--- src/hdl/rfa_pkg.sv ---
package rfa_pkg;

	localparam int WORD_W = 32;
	localparam int IDX_W  = 3;
	localparam int MODE_W = 3;
	localparam int CNT_W  = $clog2(WORD_W);

	typedef enum logic [MODE_W-1:0] {
		MODE_CMOV  = 3'd0,
		MODE_ADD   = 3'd1,
		MODE_MUL   = 3'd2,
		MODE_DIV   = 3'd3,
		MODE_NAND  = 3'd4,
		MODE_LOADI = 3'd5
	} mode_t;

	typedef enum logic [1:0] {
		SER_ADD = 2'd0,
		SER_MUL = 2'd1,
		SER_DIV = 2'd2
	} ser_op_t;

	typedef struct packed {
		logic    start;
		ser_op_t op;
	} ser_req_t;

endpackage

--- src/hdl/rfa_regfile.sv ---
module rfa_regfile import rfa_pkg::*; #(
	parameter int NUM_REGS = 8
) (
	input  logic              clk,
	input  logic              arst_n,
	input  logic              rd_en,
	input  logic [IDX_W-1:0]  rd_addr0,
	input  logic [IDX_W-1:0]  rd_addr1,
	output logic [WORD_W-1:0] rd_data0,
	output logic [WORD_W-1:0] rd_data1,
	input  logic              wr_en,
	input  logic [IDX_W-1:0]  wr_addr,
	input  logic [WORD_W-1:0] wr_data
);

	localparam int AW = (NUM_REGS > 1) ? $clog2(NUM_REGS) : 1;

	logic [WORD_W-1:0]   mem_q [NUM_REGS];
	logic [NUM_REGS-1:0] valid_q;

	logic          ok0, ok1, okw;
	logic [AW-1:0] idx0, idx1, idxw;

	assign ok0  = int'(rd_addr0) < NUM_REGS;
	assign ok1  = int'(rd_addr1) < NUM_REGS;
	assign okw  = int'(wr_addr) < NUM_REGS;
	assign idx0 = AW'(rd_addr0);
	assign idx1 = AW'(rd_addr1);
	assign idxw = AW'(wr_addr);

	// An entry never written since reset reads as zero, as does any index past the file.
	always_ff @(posedge clk or negedge arst_n) begin
		if (!arst_n) begin
			valid_q <= '0;
		end else if (wr_en && okw) begin
			valid_q[idxw] <= 1'b1;
		end
	end

	always_ff @(posedge clk) begin
		if (wr_en && okw) begin
			mem_q[idxw] <= wr_data;
		end
	end

	always_ff @(posedge clk) begin
		if (rd_en) begin
			rd_data0 <= (ok0 && valid_q[idx0]) ? mem_q[idx0] : '0;
			rd_data1 <= (ok1 && valid_q[idx1]) ? mem_q[idx1] : '0;
		end
	end

endmodule

--- src/hdl/rfa_serial.sv ---
module rfa_serial import rfa_pkg::*; (
	input  logic              clk,
	input  logic              arst_n,
	input  ser_req_t          req,
	input  logic [WORD_W-1:0] op_b,
	input  logic [WORD_W-1:0] op_c,
	output logic              done,
	output logic [WORD_W-1:0] result
);

	localparam logic [CNT_W-1:0] LAST = CNT_W'(WORD_W - 1);

	logic              busy_q;
	logic              done_q;
	logic [CNT_W-1:0]  cnt_q;
	ser_op_t           op_q;
	logic [WORD_W-1:0] w0_q, w1_q, w2_q;
	logic              carry_q;

	logic              sum_bit, carry_nx;
	logic [WORD_W-1:0] mul_sum;
	logic [WORD_W:0]   shifted, diff;
	logic              ge;

	// Add works one bit per cycle; multiply and divide retire one multiplier
	// or quotient bit per cycle.
	assign sum_bit  = w0_q[0] ^ w1_q[0] ^ carry_q;
	assign carry_nx = (w0_q[0] & w1_q[0]) | (carry_q & (w0_q[0] ^ w1_q[0]));
	assign mul_sum  = w0_q + w1_q;
	assign shifted  = {w0_q, w1_q[WORD_W-1]};
	assign diff     = shifted - {1'b0, w2_q};
	assign ge       = ~diff[WORD_W];

	always_ff @(posedge clk or negedge arst_n) begin
		if (!arst_n) begin
			busy_q <= 1'b0;
			done_q <= 1'b0;
			cnt_q  <= '0;
		end else begin
			done_q <= busy_q && (cnt_q == LAST);
			if (req.start) begin
				busy_q <= 1'b1;
				cnt_q  <= '0;
			end else if (busy_q) begin
				cnt_q <= cnt_q + 1'b1;
				if (cnt_q == LAST) begin
					busy_q <= 1'b0;
				end
			end
		end
	end

	always_ff @(posedge clk) begin
		if (req.start) begin
			op_q    <= req.op;
			carry_q <= 1'b0;
			case (req.op)
				SER_ADD: begin
					w0_q <= op_b;
					w1_q <= op_c;
					w2_q <= op_c;
				end
				SER_MUL, SER_DIV: begin
					w0_q <= '0;
					w1_q <= op_b;
					w2_q <= op_c;
				end
				default: begin
					w0_q <= op_b;
					w1_q <= op_c;
					w2_q <= op_c;
				end
			endcase
		end else if (busy_q) begin
			case (op_q)
				SER_ADD: begin
					w0_q    <= {sum_bit, w0_q[WORD_W-1:1]};
					w1_q    <= {1'b0, w1_q[WORD_W-1:1]};
					carry_q <= carry_nx;
				end
				SER_MUL: begin
					if (w2_q[0]) begin
						w0_q <= mul_sum;
					end
					w1_q <= {w1_q[WORD_W-2:0], 1'b0};
					w2_q <= {1'b0, w2_q[WORD_W-1:1]};
				end
				SER_DIV: begin
					w0_q <= ge ? diff[WORD_W-1:0] : shifted[WORD_W-1:0];
					w1_q <= {w1_q[WORD_W-2:0], ge};
				end
				default: begin
					w0_q <= w0_q;
				end
			endcase
		end
	end

	assign done   = done_q;
	assign result = (op_q == SER_DIV) ? w1_q : w0_q;

endmodule

--- src/hdl/register_file_alu.sv ---
// Sequence: the result is offered after the EXEC, READA and OUT states for cmov, nand,
// load immediate, divide by zero and unused modes; add, multiply and divide by a nonzero
// value also wait in SERIAL for the 32-step bit-serial unit.
// Flow: one item at a time; the next item is taken while a finished result still
// waits at the output register.
// Reset: arst_n clears control state and marks every register of the file as zero.
module register_file_alu import rfa_pkg::*; #(
	parameter int NUM_REGS = 8
) (
	input  logic              clk,
	input  logic              arst_n,
	input  logic              in_valid,
	output logic              in_stall,
	input  logic [MODE_W-1:0] mode,
	input  logic [IDX_W-1:0]  dest_index,
	input  logic [IDX_W-1:0]  src_b_index,
	input  logic [IDX_W-1:0]  src_c_index,
	input  logic [WORD_W-1:0] immediate,
	output logic              out_valid,
	input  logic              out_stall,
	output logic [WORD_W-1:0] dest_value,
	output logic              written,
	output logic              divide_by_zero
);

	typedef enum logic [4:0] {
		S_IDLE   = 5'b00001,
		S_EXEC   = 5'b00010,
		S_SERIAL = 5'b00100,
		S_READA  = 5'b01000,
		S_OUT    = 5'b10000
	} state_t;

	state_t            state_q;
	mode_t             mode_q;
	logic [IDX_W-1:0]  dest_q;
	logic [WORD_W-1:0] imm_q;
	logic              wr_flag_q;
	logic              dz_q;
	logic              out_valid_q;
	logic [WORD_W-1:0] out_value_q;
	logic              out_written_q;
	logic              out_dz_q;

	logic              accept;
	logic              dest_ok;
	logic              out_free;
	logic [WORD_W-1:0] b_val, c_val;
	logic [WORD_W-1:0] exe_val;
	logic              exe_wr, exe_dz, ser_go;
	ser_req_t          ser_req;
	logic              ser_done;
	logic [WORD_W-1:0] ser_result;
	logic              rd_en;
	logic [IDX_W-1:0]  rd_addr0;
	logic              wr_en;
	logic [WORD_W-1:0] wr_data;

	assign in_stall = (state_q != S_IDLE);
	assign accept   = in_valid && !in_stall;
	assign dest_ok  = int'(dest_q) < NUM_REGS;
	assign out_free = !out_valid_q || !out_stall;

	// Port 0 reads B at the input transfer and reads A back after the write.
	assign rd_en    = accept || (state_q == S_READA);
	assign rd_addr0 = (state_q == S_READA) ? dest_q : src_b_index;

	rfa_regfile #(
		.NUM_REGS(NUM_REGS)
	) u_regfile (
		.clk      (clk),
		.arst_n   (arst_n),
		.rd_en    (rd_en),
		.rd_addr0 (rd_addr0),
		.rd_addr1 (src_c_index),
		.rd_data0 (b_val),
		.rd_data1 (c_val),
		.wr_en    (wr_en),
		.wr_addr  (dest_q),
		.wr_data  (wr_data)
	);

	always_comb begin
		exe_val    = '0;
		exe_wr     = 1'b0;
		exe_dz     = 1'b0;
		ser_go     = 1'b0;
		ser_req.op = SER_ADD;
		case (mode_q)
			MODE_CMOV: begin
				exe_val = b_val;
				exe_wr  = (c_val != '0);
			end
			MODE_ADD: begin
				ser_go     = 1'b1;
				ser_req.op = SER_ADD;
			end
			MODE_MUL: begin
				ser_go     = 1'b1;
				ser_req.op = SER_MUL;
			end
			MODE_DIV: begin
				if (c_val == '0) begin
					exe_dz = 1'b1;
				end else begin
					ser_go     = 1'b1;
					ser_req.op = SER_DIV;
				end
			end
			MODE_NAND: begin
				exe_val = ~(b_val & c_val);
				exe_wr  = 1'b1;
			end
			MODE_LOADI: begin
				exe_val = imm_q;
				exe_wr  = 1'b1;
			end
			default: begin
				exe_wr = 1'b0;
			end
		endcase
		ser_req.start = (state_q == S_EXEC) && ser_go;
	end

	rfa_serial u_serial (
		.clk    (clk),
		.arst_n (arst_n),
		.req    (ser_req),
		.op_b   (b_val),
		.op_c   (c_val),
		.done   (ser_done),
		.result (ser_result)
	);

	assign wr_en   = ((state_q == S_EXEC) && exe_wr) || ((state_q == S_SERIAL) && ser_done);
	assign wr_data = (state_q == S_SERIAL) ? ser_result : exe_val;

	always_ff @(posedge clk or negedge arst_n) begin
		if (!arst_n) begin
			state_q     <= S_IDLE;
			out_valid_q <= 1'b0;
		end else begin
			if ((state_q == S_OUT) && out_free) begin
				out_valid_q <= 1'b1;
			end else if (out_valid_q && !out_stall) begin
				out_valid_q <= 1'b0;
			end
			case (state_q)
				S_IDLE: begin
					if (accept) begin
						state_q <= S_EXEC;
					end
				end
				S_EXEC: begin
					state_q <= ser_go ? S_SERIAL : S_READA;
				end
				S_SERIAL: begin
					if (ser_done) begin
						state_q <= S_READA;
					end
				end
				S_READA: begin
					state_q <= S_OUT;
				end
				S_OUT: begin
					if (out_free) begin
						state_q <= S_IDLE;
					end
				end
				default: begin
					state_q <= S_IDLE;
				end
			endcase
		end
	end

	always_ff @(posedge clk) begin
		if (accept) begin
			mode_q <= mode_t'(mode);
			dest_q <= dest_index;
			imm_q  <= immediate;
		end
		if (state_q == S_EXEC) begin
			wr_flag_q <= (exe_wr || ser_go) && dest_ok;
			dz_q      <= exe_dz;
		end
		if ((state_q == S_OUT) && out_free) begin
			out_value_q   <= b_val;
			out_written_q <= wr_flag_q;
			out_dz_q      <= dz_q;
		end
	end

	assign out_valid      = out_valid_q;
	assign dest_value     = out_value_q;
	assign written        = out_written_q;
	assign divide_by_zero = out_dz_q;

`ifndef SYNTHESIS
	a_dz_no_write: assert property (@(posedge clk) disable iff (!arst_n)
		out_valid_q |-> !(out_dz_q && out_written_q))
		else $error("divide by zero reported together with a register write");

	a_write_then_readback: assert property (@(posedge clk) disable iff (!arst_n)
		wr_en |=> (state_q == S_READA))
		else $error("register write not followed by read-back of A");

	a_result_from_out: assert property (@(posedge clk) disable iff (!arst_n)
		$rose(out_valid_q) |-> $past(state_q == S_OUT))
		else $error("result presented outside of output state");

	a_serial_done_in_serial: assert property (@(posedge clk) disable iff (!arst_n)
		ser_done |-> (state_q == S_SERIAL))
		else $error("serial unit finished while controller not waiting");
`endif

endmodule
--- config.mk ---
export PLATFORM = sky130hd
export DESIGN_NAME = register_file_alu
export DESIGN_NICKNAME = d
export VERILOG_FILES = /design/src/hdl/rfa_pkg.sv /design/src/hdl/rfa_regfile.sv /design/src/hdl/rfa_serial.sv /design/src/hdl/register_file_alu.sv
export SDC_FILE = /design/constraint.sdc
export NUM_CORES = 1
export LEC_CHECK = 0
export ABC_AREA = 1
export BUFFER_PORTS_ARGS = -buffer_cell sky130_fd_sc_hd__buf_2
export CORE_MARGIN = 1
export CORE_UTILIZATION = 57
export CTS_BUF_LIST = sky130_fd_sc_hd__clkbuf_4 sky130_fd_sc_hd__clkbuf_8 sky130_fd_sc_hd__clkbuf_16
export CTS_CLUSTER_DIAMETER = 60
export DETAILED_ROUTE_END_ITERATION = 10
export PLACE_DENSITY = 0.77
export SYNTH_ARGS = -nofsm -noshare
export SYNTH_HDL_FRONTEND = slang
export SYNTH_SLANG_ARGS = --single-unit
--- constraint.sdc ---
create_clock -name clk -period 6.5 [get_ports clk]
set_input_delay 1.3 -clock clk [delete_from_list [all_inputs] [get_ports clk]]
set_output_delay 1.3 -clock clk [all_outputs]
set_load 0.005 [all_outputs]
Yosys cells after proc, flatten, opt, wreduce, memory -nomap -nowiden
Memories as Yosys holds them, arrays and structs flattened. A register that Yosys moved wholly into a read port is not among the register bits.
Index checks and enable logic that the tools add are counted.
Widths: inputs -> output; s select.
{ "totals": {"register_bits": 194, "mem_bits_rw": 256, "output_inout_bits": 36, "wordCells": 132, "mem_count": 1} }
{ "classes": {"add_sub_neg": 3, "n_lt_le_gt_ge": 4, "eq_ne": 20, "mux": 43, "bitwise_logic": 9, "n_reduce_logical": 33} }
{ "mem_list": {"columns": ["memory", "depth", "word_bits", "rd", "rd_clocked_by_memory_dff", "write_ports", "line_no", "rtl"], "rows": [
  ["u_regfile.mem_q", 8, 32, 2, 2, 1, "rfa_regfile.sv:18", "logic [WORD_W-1:0] mem_q [NUM_REGS];"]
]} }
{ "ops": {"columns": ["op", "n"], "rows": [
  ["$mux 32", 13],
  ["$pmux 32 s3", 3],
  ["$sub 33x32->33", 1],
  ["$add 32x32->32", 1],
  ["$and 32x32->32", 1],
  ["$logic_not 32->1", 1],
  ["$not 32->32", 1],
  ["$reduce_bool 32->1", 1],
  ["$mux 5", 5],
  ["$pmux 5 s5", 1],
  ["$lt 3x4->1 const B", 3],
  ["$mux 1", 12],
  ["$eq 5x5->1 const B", 2],
  ["$logic_and 1x1->1", 8],
  ["$or 8x8->8", 1],
  ["$bmux 1 s3", 2],
  ["$eq 3x2->1 const B", 2],
  ["$eq 3x3->1 const B", 2],
  ["$reduce_and 2->1", 3],
  ["$reduce_and 3->1", 2],
  ["$reduce_bool 2->1", 3],
  ["$reduce_or 2->1", 3],
  ["$add 5x1->5 const B", 1],
  ["$eq 5x1->1 const B", 1],
  ["26 further kinds", 39]
]} }

Longest topological paths before layout
{ "depth": {"ltp_word": 7, "depth_mapped": 21} }

Hierarchy
Synthesis repeated with hierarchy kept, for this count alone.
{ "unflattened": {"cells_unflattened": 4361, "area_unflattened_um2": 32322.2} }
{ "modules_own_cells": {"columns": ["mod", "n_inst", "cells_each", "area_per_inst_um2"], "rows": [
  ["rfa_regfile", 1, 1979, 16711.0],
  ["rfa_serial", 1, 1937, 11673.7],
  ["register_file_alu", 1, 445, 3937.5]
]} }

Worst setup path before layout
No wires, ideal clock.
{ "synth_timing": {"kind": "input -> register", "from": "input in_valid", "to": "register u_regfile.rd_data0[0], read port of u_regfile.mem_q (enable)", "setup_ns": 0.574, "arrival_ns": 5.859, "t_required_ns": 5.926, "setup_slack_ns": 0.067, "cell_stages": 2, "path_buffers": 0, "cell_sequence": "inv_1 -> o21ai_0"} }
{ "synth_between": {"elab_chain_len": 2} }
{ "synth_rtl": {"columns": ["item", "line_no", "rtl"], "rows": [
  ["start: declaration", "register_file_alu.sv:12", "input logic in_valid,"],
  ["$logic_and 1x1->1", "register_file_alu.sv:60", "assign accept = in_valid && !in_stall;"],
  ["$logic_or 1x1->1", "register_file_alu.sv:65", "assign rd_en = accept || (state_q == S_READA);"],
  ["named net rd_en", "register_file_alu.sv:54", "logic rd_en;"],
  ["end: declaration", "rfa_regfile.sv:9", "output logic [WORD_W-1:0] rd_data0,"]
]} }
The timed path passes the listed nets, and every way through them passes these cells.
A chain may end at the register's enable or synchronous reset.

Worst setup path after layout
{ "layout_timing": {"from": "register u_serial.w1_q[31]", "to": "register u_serial.w0_q[25] (data pin)"} }
{ "layout_between": {"elab_chain_len": 5} }
{ "layout_rtl": {"columns": ["item", "line_no", "rtl"], "rows": [
  ["start: declaration", "rfa_serial.sv:17", "logic [WORD_W-1:0] w0_q, w1_q, w2_q;"],
  ["start signal: assignment", "rfa_serial.sv:60", "w1_q <= op_c;"],
  ["start signal: assignment", "rfa_serial.sv:65", "w1_q <= op_b;"],
  ["start signal: assignment", "rfa_serial.sv:70", "w1_q <= op_c;"],
  ["$sub 33x32->33", "rfa_serial.sv:31", "assign diff = shifted - {1'b0, w2_q};"],
  ["$mux 32", "rfa_serial.sv:89", "w0_q <= ge ? diff[WORD_W-1:0] : shifted[WORD_W-1:0];"],
  ["$pmux 32 s3", "rfa_serial.sv:75", "case (op_q)"],
  ["$mux 32", "rfa_serial.sv:74", "end else if (busy_q) begin"],
  ["$mux 32", "rfa_serial.sv:54", "if (req.start) begin"],
  ["end signal: assignment", "rfa_serial.sv:77", "w0_q <= {sum_bit, w0_q[WORD_W-1:1]};"],
  ["end signal: assignment", "rfa_serial.sv:89", null],
  ["end signal: assignment", "rfa_serial.sv:93", "w0_q <= w0_q;"],
  ["end: declaration", "rfa_serial.sv:17", null]
]} }
Every way passes these cells. The select of a mux whose other input is x is not followed.

==> results.txt <==
Total gr overflow = 0
Max VDD drop = 0.296 mV
Crit-path max FO = 36
Worst hold path type = reg2reg
Layout cells sized above 1 = 7.14%
Max_cap viols = 0
CP max-delay cell = edfxtp_1
Hold wc startpoint = dz_q
RSZ-0062 raised after global routing = false
Drt drc = 0
Slew headroom = 6.21%
Placed Area = 30600 um2
Sink Count = 514
Pin count of the biggest net entering global routing = 113
Most common flop cell mapped by yosys = edfxtp_1
Main area contributors after synthesis = edfxtp_1 (50%), nand2_1 (11%), o21ai_0 (9.0%)
Worst Setup Path Type = reg2reg
CTS tree = yes
Routability Congestion = 1.03
Minimum clock period = 3810 ps
Crit path largest cell delay = 580 ps
Die area = 53100 um2
Initial DRC count = 3025
Post_cts resized = 0
Post-DP HPWL = 58200 um
Number of nets in the layout = 3743
Fmax = 263 MHz
Area of the multi-input gates = 12100 um2
Met1 Usage GRT = 45.2%
H-tree depth = 2
I/O Pins = 84
Vias = 25400
Met3 usage = 5.57%
Clock Pin Slew Worst Setup and Hold Paths = 60 ps
Post-CTS Setup Inserts = 0
Worst Max-Slew Pin Slew = 1390 ps
Tot Pwr = 14.1 mW
Die Wd = 230 um
Synth top area share = 49.7%
Critical Path AT = 4170 ps
Router iterations before antenna repair = 6
GR Layer Usage met2 = 50.5%
Crit path top cell by count = nand2_1
WHS Path Cells = 0
Power Density = 434 nW/um2
Top-count cell post-synth = nand2_1
Comb pwr share = 40.2%
Reg area = 15300 um2
Seq cells post-synth = 514
Tot GR Track Use = 32.2%
Worst-Skew Late Latency = 640 ps
Fin area = 32400 um2
Critical path startpoint category = flip-flop
Via-to-Cell Ratio = 5.85
# setup viols final = 0
Grt peak-use layer = met2
Total internal power = 8.09 mW
FP Rows = 83
Gate Count Post-Synth = 3630
Initial core utilization = 57.9%
Status = finished, final reports clean
Post-Place Setup Slack = 2270 ps
Cts bufs inserted = 55
IO Port Bufs = 83
Hold_buf cts = 0
Worst-path cell chain = inv_1 -> ha_1 -> inv_1 -> fa_1 -> nand2_1 -> nand2_1 -> nand3_1 -> nand2_2 -> nand2_1 -> nand2_2 -> nand2_2 -> nand2_1 -> nand2_2 -> nand2_4 -> inv_2 -> nand2_1 -> nand3_1 -> nand2_1 -> nand2_1 -> nand2_1
Clk pwr share = 22.0%
Vias in the first global route = 23600
Number of hold violations in the final report = 0
Sequential-to-total area share from yosys stat = 51.5%
Post-synth EDFFs = 492
Antenna Violating Nets Remaining = 0
Clock Tree Root = clkbuf_16
Largest area contributor in the netlist = edfxtp_1
Wire length per cell = 19.7 um
Area grow syn2layout = 9.05%
Reg2reg start = u_serial.w1_q[31]
Setup_tns = 0 ps
# fillers = 4418
Antenna Cells = 0
CTS max path bufs = 3
Worst Hold End = divide_by_zero
DRT Wirelength = 85700 um
Syn avg cell area = 8.19 um2
Fin worst setup slack = 2690 ps
Netlist Area Pre-Place = 29700 um2
Psw = 6.00 mW
Worst EP required = 6860 ps
Yosys warning total = 0
First-pass GRT wire length = 132000 um
R2r setup slk = 2690 ps
Die Y = 230 um
Synth cell count leaders = nand2_1 (849), o21ai_0 (533), edfxtp_1 (492)
Switching Share = 42.6%
Setup Skew = 43.5 ps
Mapped Nets = 3749
Netlist cell types = 48
Final Slew Violations = 0
R2R cell count = 20
Leakage = 13.8 nW
Final worst-path cycle share = 58.6%
Worst flop-to-flop path endpoint = u_serial.w0_q[25]
Core Region = 51400 um2
CP endpoint kind = flip-flop
Final Core Density = 63.1%
Sequential Power Share = 37.8%
Initial antenna violation count = 0
Ys async rst share = 4.09%
metrics by stage:
| stage | hold slack (ps) | cells |
|---|---|---|
| floorplan | 400 | 3630 |
| global placement | 436 | 4247 |
| detailed placement | 425 | 4247 |
| CTS | 437 | 4347 |
| global route | 441 | 4347 |
| finish | 436 | 4347 |
final cells by class:
class	count	share of cell area, %
clock inverter	35	1.05
clock buffer	65	4.47
multi-input combinational	2502	37.4
tap	680	2.62
timing repair buffer	120	2.19
inverter	431	5.00
sequential	514	47.2
placed cells by master (no fill, tap or decap), types with 16 or more instances in the layout:
master     instances
o21ai_1           69
nor2_1           378
clkinv_1          17
inv_1            421
nor3_1            18
dfrtp_1           20
nand2_1          849
a21oi_1          239
edfxtp_1         492
o21ai_0          530
clkbuf_16         55
buf_2             81
nand3_1          168
a22oi_1           16
ha_1              66
buf_4             38
a221oi_1          33
state kept, by name (all words and copies together) (netlist names), 5 cells and up:
name / cells
u_regfile.mem_q: 256
u_regfile.valid_q: 8
u_serial.w2_q: 32
state_q: 5
dest_value: 32
u_regfile.rd_data0: 32
u_serial.w0_q: 32
imm_q: 32
u_serial.cnt_q: 5
u_serial.w1_q: 32
u_regfile.rd_data1: 32
power by group through the flow:
stage | Combinational, mW | Sequential, mW | Clock, mW
floorplan | 4.03 | 5.07 | 0
global placement | 5.46 | 5.34 | 0
detailed placement | 5.53 | 5.34 | 0
CTS | 5.57 | 5.28 | 3.12
global route | 6.34 | 5.36 | 3.25
finish | 5.67 | 5.32 | 3.10
worst max-delay path, delay by kind of cell, from the launching register on:
kind | cells | cell delay, ps
simple gates | 15 | 1760
fa+ha+maj | 2 | 540
buf+inv | 3 | 620
flops | 1 | 580
routing by layer:
layer | part of all wire (%) | vias to the layer above
met5 | 0 | -
met4 | 3.0 | 0
met3 | 11 | 162
met2 | 45 | 1332
met1 | 41 | 11700
li1 | - | 12200
worst max-delay path by stage:
stage	startpoint	endpoint	slack [ps]	depth (start not counted)
6_report	u_serial.w1_q[31]	u_serial.w0_q[25]	2690	20
5_1_grt	u_serial.w1_q[31]	u_serial.w0_q[21]	2500	20
4_1_cts	u_serial.w1_q[31]	u_serial.w0_q[25]	2730	20
3_5_place_dp	src_c_index[2]	u_regfile.rd_data1[11]	2270	7
3_3_place_gp	src_c_index[2]	u_regfile.rd_data1[27]	2310	7
2_1_floorplan	in_valid	u_regfile.rd_data0[0]	70	2
cells by family (layout without fill, tap and decap cells):
family / count (synthesis) / in the layout / share of synthesized area, %
compound gates: 932 / 932 / 16.6
xor+xnor: 17 / 17 / 0.501
fa+ha+maj: 71 / 71 / 3.06
buf+inv: 614 / 651 / 8.19
flops: 514 / 514 / 51.5
mux: 2 / 2 / 0.0757
simple gates: 1480 / 1480 / 20.1
Power figures use the tool's default switching activity.
